File: config.mk
export PLATFORM = sky130hd
export DESIGN_NAME = wuf_fifo
export DESIGN_NICKNAME = d
export VERILOG_FILES = /design/src/hw/rtl/wuf_fifo.sv
export SDC_FILE = /design/constraint.sdc
export NUM_CORES = 1
export LEC_CHECK = 0
export BUFFER_PORTS_ARGS = -buffer_cell sky130_fd_sc_hd__buf_2
export CAP_MARGIN = 15
export CORE_ASPECT_RATIO = 0.8
export CORE_UTILIZATION = 40
export DETAILED_ROUTE_END_ITERATION = 7
export RECOVER_POWER = 25
export SKIP_LAST_GASP = 1
export SLEW_MARGIN = 30
export SYNTH_ARGS = -nofsm -noshare
export SYNTH_HDL_FRONTEND = slang
export SYNTH_SLANG_ARGS = --single-unit
File: constraint.sdc
create_clock -name clk -period 1.6 [get_ports clk]
set_input_delay 0 -clock clk [delete_from_list [all_inputs] [get_ports clk]]
set_output_delay 0 -clock clk [all_outputs]
set_load 0.02 [all_outputs]
File: src/hw/rtl/wuf_fifo.sv
// Small first-in first-out queue of registers, used between the stages.
// Depends on nothing; DEPTH must be a power of two.
module wuf_fifo #(
  parameter int W     = 8,
  parameter int DEPTH = 2
) (
  input  logic         clk,
  input  logic         rst,
  input  logic         push,
  input  logic [W-1:0] wdata,
  output logic         full,
  input  logic         pop,
  output logic [W-1:0] rdata,
  output logic         empty
);

  localparam int PW = (DEPTH > 1) ? $clog2(DEPTH) : 1;
  localparam int NW = $clog2(DEPTH + 1);

  logic [W-1:0]  entry [DEPTH];
  logic [PW-1:0] wr_ptr;
  logic [PW-1:0] rd_ptr;
  logic [NW-1:0] count;
  logic          do_push;
  logic          do_pop;

  assign full    = (count == NW'(DEPTH));
  assign empty   = (count == '0);
  assign do_push = push & ~full;
  assign do_pop  = pop & ~empty;
  assign rdata   = entry[rd_ptr];

  always_ff @(posedge clk) begin
    if (do_push) begin
      entry[wr_ptr] <= wdata;
    end
  end

  always_ff @(posedge clk) begin
    if (rst) begin
      wr_ptr <= '0;
      rd_ptr <= '0;
      count  <= '0;
    end else begin
      if (do_push) begin
        wr_ptr <= wr_ptr + PW'(1);
      end
      if (do_pop) begin
        rd_ptr <= rd_ptr + PW'(1);
      end
      if (do_push && !do_pop) begin
        count <= count + NW'(1);
      end else if (do_pop && !do_push) begin
        count <= count - NW'(1);
      end
    end
  end

endmodule

==> flow_summary.yaml <==
die:
  die-height_um: 41.83
  coreArea_um2: 1874
  initial_core_util_pct: 42.32
  rows: 14
  die_w_um: 51.79
  die-area_um2: 2166
  ios: 22
worst_setup_path:
  cpPeakStageDelay_ns: 0.39
  endpoint_kind: "flip-flop"
  crit_chain: "nor2b_4 > nor2_1 > ha_1 > or3_1 > a21oi_2"
  crit_arrival_ns: 1.72
  critPathKind: "flip-flop to flip-flop"
  crit_slowest_cell: "or3_1"
  worstSetupStartpointType: "flip-flop"
  worstPathRequired_ns: 1.83
  critPathMaxFanout: 5
logic_synthesis:
  synthFlopType: "edfxtp_1"
  post-synth-top-count-cell: "edfxtp_1"
  synth-seq-cells: 21
  ys_warn_count: 0
  netlist_area_um2: 793.3
  async_reset_ff_share_pct: 0
  yosys.area.top_type_share_pct: 60.57
  synth_area_leaders: "edfxtp_1 (61%), dfxtp_1 (13%), mux2_2 (11%), xor2_1 (3.3%), nor2_1 (2.4%)"
  synth_top_area_cell: "edfxtp_1"
  synth_nets: 63
  synth_common_cells: "edfxtp_1 (16), mux2_2 (8), dfxtp_1 (5), nor2_1 (5)"
  avgSynthCellArea_um2: 15.87
  seq_area_frac_synth_pct: 73.19
  yosysUniqueCellTypes: 13
  synth-edff-count: 16
  syn_inst: 50
finish:
  syn_to_final_growth_pct: 35.33
  final_cells: 110
  finalNetCount: 100
  fin_util_pct: 57.28
  drive_gt1_share_pct: 40.70
  antenna_cells: 0
  n_fill_cell: 169
clock_network:
  clockRootBuffer: "clkbuf_4"
  cts.sinks: 21
  clock_latency_ns: 0.29
  cts_tree: "built"
  post_cts_buffers: 0
  numCtsBuffers: 3
  clk_pin_slew_ns: 0.10
  cts_buffer_depth: 2
  htreeDepth: 1
route:
  vias: 495
  routed-wl-met3_um: 55
  drc_errors: 0
  drt_first_pass_iters: 4
  first_iter_violations: 10
  wl_met1_um: 548
  vias_per_cell: 4.500
  wl_um: 1235
  wire_per_inst_um: 11.23
  route.met2.wl_um: 631
  drtAntennaViolNets: 0
  maxUsedRoutingLayer: "met3"
status:
  status: "complete, no violations"
global_route:
  grt_pass1_wl_um: 1987
  grt_start_max_net_pins: 12
  track_usage_pct: 13.47
  antenna_found_initial: 0
  grt_pass1_vias: 473
  gr-total-overflow: 0
timing:
  setup_viol_count_final: 0
  period_needed_ns: 1.492
  skew_ns: 0.003486
  fin_setup_tns_ns: 0
  rsz0062_at_grt: "false"
  hold_violations: 0
  slew-limit-headroom_pct: 75.64
  tightest_slew_ns: 0.3650
  max_freq_mhz: 670.3
  drv_slew: 0
  period_share_pct: 93.24
place:
  io_buffers: 21
  placed_cells: 97
  dp_hpwl_um: 844.2
  gp_congestion: 0.7436
pwr:
  power_leakage_nw: 0.4203
  powerDensity_nw_per_um2: 1474
  ir_worst_vdd_mv: 0.8102
flow_run:
  maxCapViolCount: 0
worst_hold_path:
  holdCritPathClass: "input pin to flip-flop"
-- final cells by class --
type	count	area (um2)	share of cell area, %
inverter	2	7.507	0.6993
clock buffer	4	26.28	2.448
sequential	21	585.6	54.55
tap	24	30.03	2.797
multi-input combinational	26	212.7	19.81
timing repair buffer	33	211.5	19.70
-- flip-flops by register name (all words and copies together), names as in the netlist, named ones only --
name,flops
count,2
entry,16
rd_ptr,1
wr_ptr,1
-- layout by cell type (no fill, tap or decap) --
cell type      count
a21oi_1            1
a21oi_2            1
and2_1             1
buf_2             15
buf_4              3
clkbuf_1           6
clkbuf_2           1
clkbuf_4           3
dfxtp_1            3
dfxtp_2            1
dfxtp_4            1
dlygate4sd3_1      9
edfxtp_1          16
ha_1               1
inv_1              2
mux2_2             8
nor2_1             5
nor2b_4            1
o21ai_0            2
o21ai_2            1
or3_1              2
xor2_1             3
-- final timing paths --
path             from  cells after the start        to  slack, ns
min              push                      4    wr_ptr       0.09
min reg2reg    wr_ptr                      2    wr_ptr       0.51
max reg2reg  count[1]                      5  count[1]       0.11
max          count[1]                      5  count[1]       0.11
-- worst max-delay path: cells and delay by family, from the launching register on --
family | cells | cell delay, ns
simple gates | 3 | 0.60
flops | 1 | 0.38
fa+ha+maj | 1 | 0.31
compound gates | 1 | 0.13
-- routing by layer --
| metal | vias up | track usage (%) |
|---|---|---|
| met4 | 0 | 4.865 |
| met2 | 14 | 22.60 |
| li1 | 252 | - |
| met5 | - | 0 |
| met3 | 0 | 6.593 |
| met1 | 229 | 14.53 |
-- logic make-up after synthesis --
| kind of cell | count (synthesis) | synth area share [%] |
|---|---|---|
| mux | 8 | 11.36 |
| xor+xnor | 3 | 3.313 |
| compound gates | 5 | 3.154 |
| buf+inv | 3 | 1.577 |
| simple gates | 9 | 5.837 |
| flops | 21 | 73.19 |
| fa+ha+maj | 1 | 1.577 |
-- report_power, final --
group          switching (mW)  internal, mW  leakage (nW)
Combinational           0.296         0.261         0.214
Clock                   0.141        0.0970        0.0150
Sequential             0.0824         0.706         0.192
Total                   0.519          1.06         0.420
-- per-stage QoR --
| stage | instance area [um2] | power [mW] | setup slack (ns) | hold WS, ns |
|---|---|---|---|---|
| after detailed placement | 945.9 | 1.306 | 0.06687 | 0.1942 |
| after CTS | 1062 | 1.562 | 0.03803 | 0.07165 |
| after floorplan | 793.3 | 1.136 | 0.01344 | 0.06907 |
| after global routing | 1074 | 1.681 | 0.03053 | 0.09042 |
| final | 1074 | 1.582 | 0.1082 | 0.08610 |
| after global placement | 945.9 | 1.293 | 0.1215 | 0.1896 |
-- repair_timing --
item,4_1_cts,5_1_grt
hold buffers,9,0
setup endpoints to repair,0,1
hold endpoints to repair,21,0
resized for setup,0,7
Power figures use the tool's default switching activity.
