`config.mk`:
```
export PLATFORM = sky130hd
export DESIGN_NAME = wuf_front
export DESIGN_NICKNAME = d
export VERILOG_FILES = /design/src/hw/rtl/wuf_pkg.sv /design/src/hw/rtl/wuf_front.sv
export SDC_FILE = /design/constraint.sdc
export NUM_CORES = 1
export LEC_CHECK = 0
export BUFFER_PORTS_ARGS = -buffer_cell sky130_fd_sc_hd__buf_2
export CORE_UTILIZATION = 40
export DETAILED_ROUTE_END_ITERATION = 10
export PLACE_DENSITY = 0.78
export REMOVE_ABC_BUFFERS = 1
export SETUP_SLACK_MARGIN = 0.15
export SLEW_MARGIN = 10
export SYNTH_ARGS = -nofsm -noshare
export SYNTH_HDL_FRONTEND = slang
export SYNTH_SLANG_ARGS = --single-unit
export TNS_END_PERCENT = 100
```
`constraint.sdc`:
```
create_clock -name clk -period 4.3 [get_ports clk]
set_input_delay 0.215 -clock clk [delete_from_list [all_inputs] [get_ports clk]]
set_output_delay 0.215 -clock clk [all_outputs]
set_load 0.01 [all_outputs]
```
`src/hw/rtl/wuf_pkg.sv`:
```
// Shared types and fixed widths for the weighted union-find block.
// No dependencies; imported by every module of the block but wuf_fifo.
package wuf_pkg;

  localparam int SITE_W = 10;  // width of a site index on the ports
  localparam int CNT_W  = 11;  // width of counts, tree sizes and sites_in_use

  // Classified item, front to back
  typedef struct packed {
    logic [SITE_W-1:0] first_site;
    logic [SITE_W-1:0] second_site;
    logic              index_error;
  } wuf_cmd_t;

  // Result item, back to result queue
  typedef struct packed {
    logic             already_joined;
    logic             index_error;
    logic [CNT_W-1:0] components;
  } wuf_res_t;

  // Control from front to back
  typedef struct packed {
    logic             restart;  // configuration write: reinitialise the forest
    logic [CNT_W-1:0] sites;    // current sites_in_use
  } wuf_ctl_t;

endpackage

```
`src/hw/rtl/wuf_front.sv`:
```
// Front end: holds sites_in_use, range-checks each item and queues it.
// Depends on wuf_pkg.
module wuf_front import wuf_pkg::*; #(
  parameter int MAX_SITES = 1024
) (
  input  logic              clk,
  input  logic              rst,
  input  logic              cfg_valid,
  output logic              cfg_ready,
  input  logic [CNT_W-1:0]  cfg_data,
  input  logic              push,
  output logic              full,
  input  logic [SITE_W-1:0] first_site,
  input  logic [SITE_W-1:0] second_site,
  input  logic              clearing,
  input  logic              cmd_full,
  output logic              cmd_push,
  output wuf_cmd_t          cmd,
  output wuf_ctl_t          ctl
);

  localparam int SITES_RESET = (MAX_SITES < 1024) ? MAX_SITES : 1024;
  localparam int SITES_CAP   = (MAX_SITES < 2047) ? MAX_SITES : 2047;

  logic [CNT_W-1:0] sites;
  logic [CNT_W-1:0] sites_next;
  logic             cfg_write;

  assign cfg_ready = 1'b1;
  assign cfg_write = cfg_valid & cfg_ready;

  // Clamp the written value to 1 .. MAX_SITES, and never beyond 2047
  always_comb begin
    priority if (cfg_data == '0) begin
      sites_next = CNT_W'(1);
    end else if (int'(cfg_data) > SITES_CAP) begin
      sites_next = CNT_W'(SITES_CAP);
    end else begin
      sites_next = cfg_data;
    end
  end

  always_ff @(posedge clk) begin
    if (rst) begin
      sites <= CNT_W'(SITES_RESET);
    end else if (cfg_write) begin
      sites <= sites_next;
    end
  end

  assign full     = cmd_full | clearing;
  assign cmd_push = push & ~full;

  always_comb begin
    cmd.first_site  = first_site;
    cmd.second_site = second_site;
    cmd.index_error = ({1'b0, first_site} >= sites) | ({1'b0, second_site} >= sites);
  end

  assign ctl.restart = cfg_write;
  assign ctl.sites   = sites;

endmodule

```
==> metrics.cfg <==
[run_status]
status=finished clean

[pwr]
leakage_uw=0.0006969
p_per_area_mw_per_mm2=206.3
ir_drop_uv=156.1

[detailed_routing]
wire_per_inst_um=10.79
firstDrtPassIters=4
vias=1041
drtIter0Drc=24
route.detailed.drc=0
drtAntennaViolNets=0
via_per_inst=4.887
finalWirelength_um=2298

[critical_path]
cp_max_fo=4
reg2reg_slack_ns=3.54
worstSetupEndpoint=cmd[0]
required_ns=4.09
timing.rr.end=sites[4]
worst-setup-path-type=flip-flop to primary output
worstPathArrival_ns=2.11
crit_path_start=sites[0]
critPathLaunchType=flip-flop
rr_worst_depth=3
end_kind=primary output
r2r-start=sites[4]

[synthesis]
synth_edf_count=0
synth-seq-cells=11
synth.most_common_cell=buf_4
synth.top_cell.area_share=0.2326
netlist_instances=133
synthTopCellsByCount=buf_4, ha_1, inv_1
synth-seq-area-share=0.2047
yosysWarnings=0
synth_cell_types=28
async_flop_share=0
ys.flop_type=dfxtp_1
synth.area.top_cells=ha_1, dfxtp_1, buf_4, inv_1, nor2b_1
syn_area_per_cell_sq_um=8.090
yosys.area.top_type=ha_1
synthesis.area_sq_mm=0.001076

[global_route]
grt_overflow=0
grt.total_usage=0.1689
antenna_found_initial=0
grt_pass1_wl_um=3594
grt_max_degree=21
grt_pass1_vias=831

[clock_network]
clockRootBuffer=clkbuf_4
postCtsSetupBuffers=0
worstSkewPairLatency_ns=0.27
clkTransAtPathRegs_ns=0.06
cts_resized=0
clockBufferDepth=2
cts_buffers=3
cts.hold.buffers_added=0
h-tree-depth=1
cts_tree=done
cts.sinks=11

[floorplanning]
die_y_um=53.87
io_pins=73
fp.dieW_um=53.87
die-area_sq_mm=0.002901
core_area_sq_mm=0.002500
rows=18
start_util=0.4304

[timing]
finalSetupViolCount=0
hold_violations=0
tns_ns=0
fmax_ghz=0.4294
skew_ns=0
fin_crit_sh=0.5416
drv_slew=0
period_needed_ns=2.329
worst_slack_ns=1.971
rsz0062_at_grt=no

[placement]
gp_congestion=0.7025
hpwlAfterDp_um=1978
dp_cells=209
dpl_worst_slack_ns=2.256
io_buffer_count=71

[final_layout]
top_register=sites
regArea_sq_um=220.2
biggestRegsByFlops=sites (11)
instances_no_fill=213
nNetsFinal=241
multi_input_area_sq_um=630.6
fin_util=0.5275
nFillCells=258
area_growth_pct=22.56
largest_reg_flops=11
final_layout_size_suffix_gt1_frac=0.4208
diodes=0

[flow_run]
maxCapViolations=0

[hold_path]
min_path_type=input port to flip-flop

-- stage by stage --
step           cell area (sq um)  total power, uW  hold WS, ns
6_report                    1319            272.0       0.1986
5_1_grt                     1319            293.8       0.2064
4_1_cts                     1319            275.1       0.1961
3_5_place_dp                1292            206.2       0.4709
3_3_place_gp                1292            204.5       0.4660
2_1_floorplan              899.6            153.1       0.2841
-- worst min path at each step --
| stage | from | end | depth (start not counted) |
|---|---|---|---|
| 5_1_grt | cfg_data[8] | sites[8] | 3 |
| 3_5_place_dp | cfg_data[8] | sites[8] | 3 |
| 6_report | cfg_data[2] | sites[2] | 3 |
| 3_3_place_gp | cfg_data[2] | sites[2] | 3 |
| 4_1_cts | cfg_data[2] | sites[2] | 3 |
| 2_1_floorplan | rst | sites[7] | 1 |
-- critical path, stage by stage, from the launching register on --
cell	delay, ns
dfxtp_1	0.38
ha_1	0.25
nand2b_1	0.15
a211oi_1	0.23
or3_1	0.15
a21oi_1	0.05
or4_1	0.49
buf_2	0.15
-- power breakdown --
group / leakage [uW] / switching [uW] / internal [uW]
Sequential: 0.0000900 / 2.64 / 106
Combinational: 0.000592 / 48.7 / 45.8
Clock: 0.0000150 / 32.7 / 36.0
-- metal layers --
metal / up-vias / share of wire / GRT usage / wire [um]
met2: 40 / 0.44 / 0.2695 / 1014
li1: 540 / - / - / -
met3: 2 / 0.065 / 0.01695 / 149
met4: 0 / 0.0070 / 0.05263 / 16
met5: - / 0 / 0 / 0
met1: 459 / 0.49 / 0.2353 / 1117
-- layout by cell type (no fill, tap or decap), drive strengths merged, types with 2 or more instances in the layout --
master,count
clkbuf,4
nor2b,6
buf,71
nor2,9
a211oi,4
a21oi,6
nand3,3
nand4b,2
nand4,2
nand2b,3
a21o,3
nand2,7
dfxtp,11
o22ai,5
a2bb2oi,3
ha,20
nor4,2
inv,13
-- kinds of logic after synthesis --
| logic type | synth area share |
|---|---|
| fa+ha+maj | 0.2430 |
| flops | 0.2047 |
| simple gates | 0.1919 |
| other cells | 0.003485 |
| compound gates | 0.1477 |
| buf+inv | 0.2093 |
-- layout make-up --
type	instances	area share
Multi-Input combinational cell	84	0.4782
Sequential cell	11	0.1670
Timing Repair Buffer	71	0.2695
Inverter	13	0.03700
Tap cell	30	0.02846
Clock buffer	4	0.01992
No activity file was read; power rests on OpenSTA's default activity.
